## config.mk

```make
export PLATFORM = sky130hd
export DESIGN_NAME = generational_handle_allocator_flat
export DESIGN_NICKNAME = d
export VERILOG_FILES = /design/src/rtl/gha_pkg.sv /design/src/rtl/gha_in_if.sv /design/src/rtl/gha_out_if.sv /design/src/rtl/gha_ctrl.sv /design/src/rtl/gha_dpath.sv /design/src/rtl/generational_handle_allocator.sv /design/src/flat_wrapper.sv
export SDC_FILE = /design/constraint.sdc
export NUM_CORES = 2
export LEC_CHECK = 0
export BUFFER_PORTS_ARGS = -buffer_cell sky130_fd_sc_hd__buf_2
export CAP_MARGIN = 20
export CORE_MARGIN = 2
export CORE_UTILIZATION = 49
export CTS_BUF_LIST = sky130_fd_sc_hd__clkbuf_4 sky130_fd_sc_hd__clkbuf_8 sky130_fd_sc_hd__clkbuf_16
export DETAILED_ROUTE_END_ITERATION = 7
export PLACE_DENSITY = 0.68
export SKIP_CTS_REPAIR_TIMING = 1
export SLEW_MARGIN = 20
export SYNTH_ARGS = -nofsm -noshare
export SYNTH_HDL_FRONTEND = slang
export SYNTH_SLANG_ARGS = --single-unit
```

## constraint.sdc

```tcl
create_clock -name clk -period 5.7 [get_ports clk]
set_clock_uncertainty 0.1 [all_clocks]
set_input_delay 0.285 -clock clk [delete_from_list [all_inputs] [get_ports clk]]
set_output_delay 0.285 -clock clk [all_outputs]
set_load 0.01 [all_outputs]
```

## src/rtl/gha_pkg.sv

```systemverilog
// ----------------------------------------------------------------------------
// gha_pkg
// Shared widths, operation and status codes, and control types for the
// generational handle allocator.
// ----------------------------------------------------------------------------
package gha_pkg;

  // payload field widths
  localparam int FUNC_W = 2;
  localparam int SLOT_W = 7;
  localparam int GEN_W  = 32;
  localparam int STAT_W = 2;

  // operation codes
  localparam logic [FUNC_W-1:0] FUNC_ALLOC   = 2'd0;
  localparam logic [FUNC_W-1:0] FUNC_CHECK   = 2'd1;
  localparam logic [FUNC_W-1:0] FUNC_RELEASE = 2'd2;

  // result status codes
  localparam logic [STAT_W-1:0] ST_OK      = 2'd0;
  localparam logic [STAT_W-1:0] ST_INVALID = 2'd1;
  localparam logic [STAT_W-1:0] ST_FULL    = 2'd2;

  // controller to datapath commands
  typedef struct packed {
    logic capture;  // latch the input word and launch memory reads
    logic exec;     // perform the operation and load the output register
  } gha_cmd_t;

  // datapath to controller status
  typedef struct packed {
    logic out_hold;  // output register full and not being taken
  } gha_sts_t;

endpackage

```

## src/rtl/gha_in_if.sv

```systemverilog
// ----------------------------------------------------------------------------
// gha_in_if
// Request channel: valid/ready handshake carrying one operation word.
// ----------------------------------------------------------------------------
interface gha_in_if;
  logic                        valid;
  logic                        ready;
  logic [gha_pkg::FUNC_W-1:0]  func;
  logic [gha_pkg::SLOT_W-1:0]  handle_slot;
  logic [gha_pkg::GEN_W-1:0]   handle_generation;

  modport source (output valid, output func, output handle_slot,
                  output handle_generation, input ready);
  modport sink   (input valid, input func, input handle_slot,
                  input handle_generation, output ready);
endinterface

```

## src/rtl/gha_out_if.sv

```systemverilog
// ----------------------------------------------------------------------------
// gha_out_if
// Response channel: valid/ready handshake carrying one result word.
// ----------------------------------------------------------------------------
interface gha_out_if;
  logic                        valid;
  logic                        ready;
  logic [gha_pkg::STAT_W-1:0]  status;
  logic [gha_pkg::SLOT_W-1:0]  out_slot;
  logic [gha_pkg::GEN_W-1:0]   out_generation;

  modport source (output valid, output status, output out_slot,
                  output out_generation, input ready);
  modport sink   (input valid, input status, input out_slot,
                  input out_generation, output ready);
endinterface

```

## src/rtl/gha_ctrl.sv

```systemverilog
// ----------------------------------------------------------------------------
// gha_ctrl
// Two-state sequencer: accept a request word, then execute it once the
// output register can take the result.
// ----------------------------------------------------------------------------
module gha_ctrl (
  input  logic              clk,
  input  logic              rst_n,
  input  logic              in_valid,
  output logic              in_ready,
  input  gha_pkg::gha_sts_t sts,
  output gha_pkg::gha_cmd_t cmd
);
  import gha_pkg::*;

  localparam logic S_IDLE = 1'b0;
  localparam logic S_EXEC = 1'b1;

  logic state_r;
  logic state_nxt;

  // next state and commands
  always_comb begin
    state_nxt   = state_r;
    cmd.capture = 1'b0;
    cmd.exec    = 1'b0;
    case (state_r)
      S_IDLE: begin
        if (in_valid) begin
          cmd.capture = 1'b1;
          state_nxt   = S_EXEC;
        end
      end
      S_EXEC: begin
        if (!sts.out_hold) begin
          cmd.exec  = 1'b1;
          state_nxt = S_IDLE;
        end
      end
      default: state_nxt = S_IDLE;
    endcase
  end

  assign in_ready = (state_r == S_IDLE);

  always_ff @(posedge clk) begin
    if (!rst_n) begin
      state_r <= S_IDLE;
    end else begin
      state_r <= state_nxt;
    end
  end

endmodule

```

## src/rtl/gha_dpath.sv

```systemverilog
// ----------------------------------------------------------------------------
// gha_dpath
// Slot table, free stack, counters and output register. The slot table
// holds {occupied, generation} per slot; only entries below the fill count
// are ever used, so neither memory needs clearing.
// ----------------------------------------------------------------------------
module gha_dpath #(
  parameter int SLOT_COUNT = 64,
  parameter int GEN_BITS   = 32
) (
  input  logic                        clk,
  input  logic                        rst_n,
  input  gha_pkg::gha_cmd_t           cmd,
  output gha_pkg::gha_sts_t           sts,
  input  logic [gha_pkg::FUNC_W-1:0]  in_func,
  input  logic [gha_pkg::SLOT_W-1:0]  in_handle_slot,
  input  logic [gha_pkg::GEN_W-1:0]   in_handle_generation,
  input  logic                        out_ready,
  output logic                        out_valid,
  output logic [gha_pkg::STAT_W-1:0]  out_status,
  output logic [gha_pkg::SLOT_W-1:0]  out_slot,
  output logic [gha_pkg::GEN_W-1:0]   out_generation
);
  import gha_pkg::*;

  localparam int SIDX_W = $clog2(SLOT_COUNT);
  localparam int CNT_W  = $clog2(SLOT_COUNT + 1);
  localparam int CMP_W  = (CNT_W > SLOT_W) ? CNT_W : SLOT_W;
  localparam int GEN_X  = (GEN_BITS > GEN_W) ? GEN_BITS : GEN_W;

  // memories
  logic [GEN_BITS:0]   tbl_mem [SLOT_COUNT];
  logic [SIDX_W-1:0]   fs_mem  [SLOT_COUNT];

  // control state
  logic [CNT_W-1:0]    free_count_r, free_count_nxt;
  logic [CNT_W-1:0]    slots_used_r, slots_used_nxt;
  logic [GEN_BITS-1:0] next_gen_r,   next_gen_nxt;
  logic                out_valid_r,  out_valid_nxt;

  // captured request and read data
  logic [FUNC_W-1:0]   func_r;
  logic                range_ok_r;
  logic [SIDX_W-1:0]   hidx_r;
  logic [GEN_BITS-1:0] hgen_r;
  logic [GEN_BITS:0]   tbl_rd_r;
  logic [SIDX_W-1:0]   fs_rd_r;

  // output register
  logic [STAT_W-1:0]   status_r, status_nxt;
  logic [SLOT_W-1:0]   slot_r,   slot_nxt;
  logic [GEN_W-1:0]    gen_r,    gen_nxt;

  // handle decode at capture
  logic [CMP_W-1:0]    hs_ext;
  logic [CMP_W-1:0]    hs_m1;
  logic                range_ok;
  logic [GEN_X-1:0]    hgen_ext;
  logic [CNT_W-1:0]    fc_m1;

  assign hs_ext   = CMP_W'(in_handle_slot);
  assign hs_m1    = hs_ext - CMP_W'(1);
  assign range_ok = (hs_ext != '0) && (hs_ext <= CMP_W'(slots_used_r));
  assign hgen_ext = GEN_X'(in_handle_generation);
  assign fc_m1    = free_count_r - CNT_W'(1);

  // execute-stage decode
  logic                handle_ok;
  logic [SIDX_W-1:0]   alloc_idx;
  logic [CMP_W-1:0]    alloc_slot;
  logic [GEN_X-1:0]    gen_ext;
  logic [GEN_BITS-1:0] gen_inc;
  logic                tbl_we;
  logic [SIDX_W-1:0]   tbl_wa;
  logic [GEN_BITS:0]   tbl_wd;
  logic                fs_we;

  assign handle_ok  = range_ok_r && tbl_rd_r[GEN_BITS] && (tbl_rd_r[GEN_BITS-1:0] == hgen_r);
  assign alloc_idx  = (free_count_r != '0) ? fs_rd_r : slots_used_r[SIDX_W-1:0];
  assign alloc_slot = CMP_W'(alloc_idx) + CMP_W'(1);
  assign gen_ext    = GEN_X'(next_gen_r);
  assign gen_inc    = next_gen_r + GEN_BITS'(1);

  // operation
  always_comb begin
    free_count_nxt = free_count_r;
    slots_used_nxt = slots_used_r;
    next_gen_nxt   = next_gen_r;
    status_nxt     = ST_INVALID;
    slot_nxt       = '0;
    gen_nxt        = '0;
    tbl_we         = 1'b0;
    tbl_wa         = hidx_r;
    tbl_wd         = {1'b0, hgen_r};
    fs_we          = 1'b0;
    case (func_r)
      FUNC_ALLOC: begin
        if ((free_count_r != '0) || (slots_used_r < CNT_W'(SLOT_COUNT))) begin
          if (free_count_r != '0) begin
            free_count_nxt = fc_m1;
          end else begin
            slots_used_nxt = slots_used_r + CNT_W'(1);
          end
          tbl_we       = 1'b1;
          tbl_wa       = alloc_idx;
          tbl_wd       = {1'b1, next_gen_r};
          next_gen_nxt = (gen_inc == '0) ? GEN_BITS'(1) : gen_inc;
          status_nxt   = ST_OK;
          slot_nxt     = alloc_slot[SLOT_W-1:0];
          gen_nxt      = gen_ext[GEN_W-1:0];
        end else begin
          status_nxt = ST_FULL;
        end
      end
      FUNC_CHECK: begin
        status_nxt = handle_ok ? ST_OK : ST_INVALID;
      end
      FUNC_RELEASE: begin
        if (handle_ok && (free_count_r < CNT_W'(SLOT_COUNT))) begin
          tbl_we         = 1'b1;
          fs_we          = 1'b1;
          free_count_nxt = free_count_r + CNT_W'(1);
          status_nxt     = ST_OK;
        end
      end
      default: status_nxt = ST_INVALID;
    endcase
  end

  // output handshake
  assign sts.out_hold = out_valid_r && !out_ready;

  always_comb begin
    out_valid_nxt = out_valid_r;
    if (cmd.exec) begin
      out_valid_nxt = 1'b1;
    end else if (out_ready) begin
      out_valid_nxt = 1'b0;
    end
  end

  // control registers
  always_ff @(posedge clk) begin
    if (!rst_n) begin
      free_count_r <= '0;
      slots_used_r <= '0;
      next_gen_r   <= GEN_BITS'(1);
      out_valid_r  <= 1'b0;
    end else begin
      out_valid_r <= out_valid_nxt;
      if (cmd.exec) begin
        free_count_r <= free_count_nxt;
        slots_used_r <= slots_used_nxt;
        next_gen_r   <= next_gen_nxt;
      end
    end
  end

  // request capture and output payload
  always_ff @(posedge clk) begin
    if (cmd.capture) begin
      func_r     <= in_func;
      range_ok_r <= range_ok;
      hidx_r     <= hs_m1[SIDX_W-1:0];
      hgen_r     <= hgen_ext[GEN_BITS-1:0];
    end
    if (cmd.exec) begin
      status_r <= status_nxt;
      slot_r   <= slot_nxt;
      gen_r    <= gen_nxt;
    end
  end

  // slot table: read at capture, write at execute
  always_ff @(posedge clk) begin
    if (cmd.capture) begin
      tbl_rd_r <= tbl_mem[hs_m1[SIDX_W-1:0]];
    end
    if (cmd.exec && tbl_we) begin
      tbl_mem[tbl_wa] <= tbl_wd;
    end
  end

  // free stack: top read at capture, push at execute
  always_ff @(posedge clk) begin
    if (cmd.capture) begin
      fs_rd_r <= fs_mem[fc_m1[SIDX_W-1:0]];
    end
    if (cmd.exec && fs_we) begin
      fs_mem[free_count_r[SIDX_W-1:0]] <= hidx_r;
    end
  end

  assign out_valid      = out_valid_r;
  assign out_status     = status_r;
  assign out_slot       = slot_r;
  assign out_generation = gen_r;

endmodule

```

## src/rtl/generational_handle_allocator.sv

```systemverilog
// ----------------------------------------------------------------------------
// generational_handle_allocator
// Generational handle table: allocate, check and release of slot handles.
// ----------------------------------------------------------------------------
// Each request word has a capture step, which reads the slot table entry and
// the free stack top into registers, and an execute step, which compares,
// updates the tables and loads the result register. A request is taken only
// while no other is in flight; a result held by the sink delays the execute
// step. Freed slots are reused last-in first-out, otherwise never-used slots
// are handed out in order. Generations come from one counter that starts at
// 1 and skips 0 on wrap. No clearing pass runs after reset: entries above the
// fill count are never used, so requests are accepted straight out of reset.
// ----------------------------------------------------------------------------
module generational_handle_allocator #(
  parameter int SLOT_COUNT = 64,
  parameter int GEN_BITS   = 32
) (
  input logic     clk,
  input logic     rst_n,
  gha_in_if.sink  in_ch,
  gha_out_if.source out_ch
);
  import gha_pkg::*;

  gha_cmd_t cmd;
  gha_sts_t sts;

  gha_ctrl u_ctrl (
    .clk      (clk),
    .rst_n    (rst_n),
    .in_valid (in_ch.valid),
    .in_ready (in_ch.ready),
    .sts      (sts),
    .cmd      (cmd)
  );

  gha_dpath #(
    .SLOT_COUNT (SLOT_COUNT),
    .GEN_BITS   (GEN_BITS)
  ) u_dpath (
    .clk                  (clk),
    .rst_n                (rst_n),
    .cmd                  (cmd),
    .sts                  (sts),
    .in_func              (in_ch.func),
    .in_handle_slot       (in_ch.handle_slot),
    .in_handle_generation (in_ch.handle_generation),
    .out_ready            (out_ch.ready),
    .out_valid            (out_ch.valid),
    .out_status           (out_ch.status),
    .out_slot             (out_ch.out_slot),
    .out_generation       (out_ch.out_generation)
  );

  // one request in flight at a time
  a_single_flight: assert property (@(posedge clk) disable iff (!rst_n)
    (in_ch.valid && in_ch.ready) |=> !in_ch.ready)
    else $error("request accepted while another is in flight");

  // a new result only comes from an execute cycle
  a_result_source: assert property (@(posedge clk) disable iff (!rst_n)
    $rose(out_ch.valid) |-> $past(cmd.exec))
    else $error("result word appeared without execute");

  // a granted slot always carries ok status and a nonzero generation
  a_grant_fields: assert property (@(posedge clk) disable iff (!rst_n)
    (out_ch.valid && (out_ch.out_slot != '0)) |->
      ((out_ch.status == ST_OK) && (out_ch.out_generation != '0)))
    else $error("slot granted with bad status or zero generation");

  // execute never fires while a result is stuck at the output
  a_no_overwrite: assert property (@(posedge clk) disable iff (!rst_n)
    (out_ch.valid && !out_ch.ready) |-> !cmd.exec)
    else $error("result register overwritten while held");

endmodule
```

## src/flat_wrapper.sv

```systemverilog
// flat-port wrapper written by rule: the top's interface ports become plain ports
module generational_handle_allocator_flat import gha_pkg::*;
#(
  parameter int SLOT_COUNT = 64,
  parameter int GEN_BITS   = 32
)
  (clk, rst_n, in_ch_valid, in_ch_func, in_ch_handle_slot, in_ch_handle_generation, in_ch_ready, out_ch_valid, out_ch_status, out_ch_out_slot, out_ch_out_generation, out_ch_ready);
  gha_in_if in_ch_i ();
  gha_out_if out_ch_i ();
  input logic clk;
  input logic rst_n;
  input wire logic [$bits(in_ch_i.valid)-1:0] in_ch_valid;
  input wire logic [$bits(in_ch_i.func)-1:0] in_ch_func;
  input wire logic [$bits(in_ch_i.handle_slot)-1:0] in_ch_handle_slot;
  input wire logic [$bits(in_ch_i.handle_generation)-1:0] in_ch_handle_generation;
  output wire logic [$bits(in_ch_i.ready)-1:0] in_ch_ready;
  output wire logic [$bits(out_ch_i.valid)-1:0] out_ch_valid;
  output wire logic [$bits(out_ch_i.status)-1:0] out_ch_status;
  output wire logic [$bits(out_ch_i.out_slot)-1:0] out_ch_out_slot;
  output wire logic [$bits(out_ch_i.out_generation)-1:0] out_ch_out_generation;
  input wire logic [$bits(out_ch_i.ready)-1:0] out_ch_ready;
  assign in_ch_i.valid = in_ch_valid;
  assign in_ch_i.func = in_ch_func;
  assign in_ch_i.handle_slot = in_ch_handle_slot;
  assign in_ch_i.handle_generation = in_ch_handle_generation;
  assign in_ch_ready = in_ch_i.ready;
  assign out_ch_valid = out_ch_i.valid;
  assign out_ch_status = out_ch_i.status;
  assign out_ch_out_slot = out_ch_i.out_slot;
  assign out_ch_out_generation = out_ch_i.out_generation;
  assign out_ch_i.ready = out_ch_ready;
  generational_handle_allocator #(.SLOT_COUNT(SLOT_COUNT), .GEN_BITS(GEN_BITS)) u_core (.clk(clk), .rst_n(rst_n), .in_ch(in_ch_i), .out_ch(out_ch_i));
endmodule
```

==> metrics.yaml <==
via_per_inst: 6.10
hp-class: "input pin to register"
yosysUniqueCellTypes: 61
antenna_left: 0
drt-total-wl_um: 239000
peakVddDrop_mv: 0.339
fin_crit_sh_pct: 94.4
initial_core_util_pct: 49.3
fin_util_pct: 56.6
path_common_cell: "buf_4"
wl_per_cell_um: 30.1
grt_max_degree: 112
cts_made_buffers: 283
cts_tree: "done"
ys_top_cells_by_area: "edfxtp_1 76%, mux4_2 17%, dfxtp_1 0.93%"
ys_seq_area_share_pct: 77.1
vias: 48300
synth_top_family_by_area: "multiplexers"
clock_tree.root_cell: "clkbuf_16"
min_from: "in_ch_handle_generation[5]"
clkSinkCount: 2665
p_total_mw: 41.6
rsz0062_at_grt: "no"
die_area_um2: 214000
synthSimpleGateAreaFrac_pct: 2.16
grt_usage_pct: 22.3
hold_viol: 0
crit_cells: 10
powerDensity_nw_per_um2: 351
reg2reg_slack_ns: 0.32
port_buffers: 87
crit_family: "simple AND/OR/NAND/NOR gates"
h-tree-depth: 5
yosysWarnings: 0
setup_tns_ns: 0
drive_gt1_share_pct: 32.4
endpoint_kind: "register"
clk-insertion-delay-late_ns: 0.91
syn_to_final_growth_pct: 14.9
final-max-slew-violation-count: 0
maxSlewHeadroom_pct: 24.1
worstMarginPinSlew_ns: 1.14
drc: 0
grt_pass1_vias: 48100
die_y_um: 463
synth_largest_area_cell: "edfxtp_1"
yosys-mux-area-fraction_pct: 17.6
synthesis.area_um2: 103000
nets: 4984
antenna_found_initial: 21
cp.required_ns: 6.16
finalCriticalPeriod_ns: 5.38
cp_cell_sequence: "xnor2_1, nand4_1, nor4_1, nand4_1, buf_4, or4_2, a211o_1, buf_4, nor2_4, buf_4"
dr.first_iter.drc_count: 5524
critPathMaxStageDelay_ns: 0.96
synthXorXnorAreaFrac_pct: 0.730
grt_pass1_wl_um: 347000
cts_max_path_buffers: 4
rows: 168
first_pass_iters: 7
die_w_um: 463
holdPathEnd: "u_core.u_dpath.hgen_r[5]"
fmaxAchievable_mhz: 186
avgSynthCellArea_um2: 23.0
fill_cells: 15200
synthAdderAreaFrac_pct: 0.158
setup_violations: 0
fp.coreArea_um2: 209000
min_path_cells: 2
start_kind: "register"
leakage_nw: 37.3
synth-seq-cells: 2665
status: "finished, final reports clean"
critPathBufInv: 3
cp.arrival_ns: 5.84
ys.flop_type: "edfxtp_1"
synth_top_area_share_pct: 76.2
synth_compound_area_share_pct: 1.24
path_max_fanout: 23
grt_remaining_overflow: 0
r2r-start: "u_core.u_dpath.hgen_r[9]"
clk_pin_slew_ns: 0.06
synthesis.nets: 4540
crit_type: "register to register"
synthArstFlopShare_pct: 0
cp_slowest_cell: "nor4_1"
pin_count: 88
regToRegEndpoint: "u_core.u_dpath.tbl_mem[21][18]"
r2r_cells: 10
maxCapViolations: 0
syn_inst: 4482
dpl.hpwl_um: 149000
synth-edff-count: 2617
gp_congestion: 0.839
==> where the power goes <==
| group | total [mW] | internal, mW | switching (mW) |
|---|---|---|---|
| registers | 21.8 | 21.8 | 0.0488 |
| logic | 2.51 | 0.985 | 1.53 |
| clock network | 17.3 | 10.1 | 7.14 |
| total | 41.6 | 32.9 | 8.71 |
==> worst reg2reg max path: cells and delay by family, from the launching register on <==
family | cells | cell delay [ns]
simple gates | 5 | 2.42
xor+xnor | 1 | 0.46
compound gates | 1 | 0.69
flops | 1 | 0.42
buf+inv | 3 | 0.92
==> cell usage after synthesis (2+ instances only) <==
library cell / number
a21oi_2: 2
ha_1: 13
xnor2_1: 60
nand4_1: 19
a21oi_1: 45
edfxtp_1: 2617
nand3b_1: 2
nor4_1: 13
and4_1: 6
or2_2: 2
buf_2: 16
a211oi_1: 43
inv_1: 23
o2bb2ai_1: 3
buf_6: 2
o221ai_1: 3
xor2_1: 26
nand2_1: 31
nand2b_1: 11
a22oi_1: 2
and2_1: 34
nor2_1: 164
a211o_4: 4
or4_1: 6
dfxtp_1: 48
a31oi_1: 3
a211o_1: 4
o2111ai_1: 2
o21a_1: 4
mux2i_1: 33
nor4b_1: 2
a21o_1: 37
nor2b_1: 27
buf_1: 67
clkbuf_1: 162
o21ai_0: 9
and3_1: 14
nor3_1: 67
mux4_2: 789
or3_1: 14
o211ai_1: 2
nand3_1: 32
==> cell families after synthesis <==
logic type	Yosys count
flip-flops	2665
AND/OR/NAND/NOR	447
buffers and inverters	271
XOR/XNOR	86
multiplexers	823
adder cells (fa/ha/maj)	13
AO/OA/AOI/OAI	177
==> registers in the layout, indices dropped and copies added, names as in the netlist, 6 cells and up <==
register                       cells
u_core.u_dpath.fs_rd_r             6
u_core.u_dpath.slots_used_r        7
u_core.u_dpath.tbl_mem          2112
u_core.u_dpath.hgen_r             32
u_core.u_dpath.gen_ext            32
u_core.u_dpath.out_slot            7
u_core.u_dpath.fs_mem            384
u_core.u_dpath.free_count_r        7
u_core.u_dpath.tbl_rd_r           33
u_core.u_dpath.hidx_r              6
u_core.u_dpath.out_generation     32
==> per-stage QoR <==
stage | setup slack [ns] | cell area, µm² | std cells | hold WS [ns]
2_1_floorplan | 0.549 | 103000 | 4482 | 0.284
3_5_place_dp | 0.274 | 109000 | 7402 | 0.364
5_1_grt | 0.290 | 118000 | 7915 | 0.000483
3_3_place_gp | 0.393 | 109000 | 7401 | 0.366
6_report | 0.317 | 118000 | 7920 | 0.0300
4_1_cts | 0.260 | 118000 | 7868 | -0.611
==> cell type report <==
| class | instances | area (µm²) | area share (%) |
|---|---|---|---|
| Tap cell | 2805 | 3510 | 2.96 |
| Inverter | 24 | 90.1 | 0.0760 |
| Clock buffer | 352 | 7720 | 6.52 |
| Timing Repair Buffer | 406 | 3530 | 2.98 |
| Multi-Input combinational cell | 1546 | 23200 | 19.5 |
| Antenna cell | 8 | 20.0 | 0.0169 |
| Clock inverter | 114 | 895 | 0.755 |
| Sequential cell | 2665 | 79600 | 67.1 |
==> how the worst max path moves through the flow <==
stage / start / endpoint / slack, ns
floorplan: u_core.u_dpath.free_count_r[0] / u_core.u_dpath.tbl_mem[44][0] / 0.55
global placement: u_core.u_dpath.hgen_r[9] / u_core.u_dpath.tbl_mem[21][14] / 0.39
detailed placement: u_core.u_dpath.hgen_r[9] / u_core.u_dpath.tbl_mem[21][14] / 0.27
CTS: u_core.u_dpath.hgen_r[9] / u_core.u_dpath.tbl_mem[21][32] / 0.26
global route: u_core.u_dpath.hgen_r[9] / u_core.u_dpath.tbl_mem[21][27] / 0.29
finish: u_core.u_dpath.hgen_r[9] / u_core.u_dpath.tbl_mem[21][18] / 0.32
==> per-layer routing <==
layer  vias up  global-route usage (%)  routed length, µm
li1      20000                       -                  -
met1     25800                    32.1              96600
met2      2140                    35.6             116000
met3       392                    3.48              18800
met4         2                    6.54               6790
met5         -                       0                 12
==> placed cells by master, fill, tap and decap left out, types with 14 or more instances in the layout <==
master	instances
mux2i_1	33
clkinv_1	52
clkbuf_16	290
buf_4	229
mux4_2	789
buf_12	45
nor2_1	100
or3_1	14
nand3_1	32
nor2b_1	26
dlygate4sd3_1	44
xnor2_1	60
nor2_4	64
xor2_1	20
a21o_1	37
nand4_1	19
edfxtp_1	2617
nor3_1	67
and3_1	14
clkinv_2	32
nand2_1	31
buf_2	86
clkbuf_4	62
dfxtp_1	47
a211oi_1	43
inv_1	22
and2_1	34
a21oi_1	44
No activity file was read; power rests on OpenSTA's default activity.
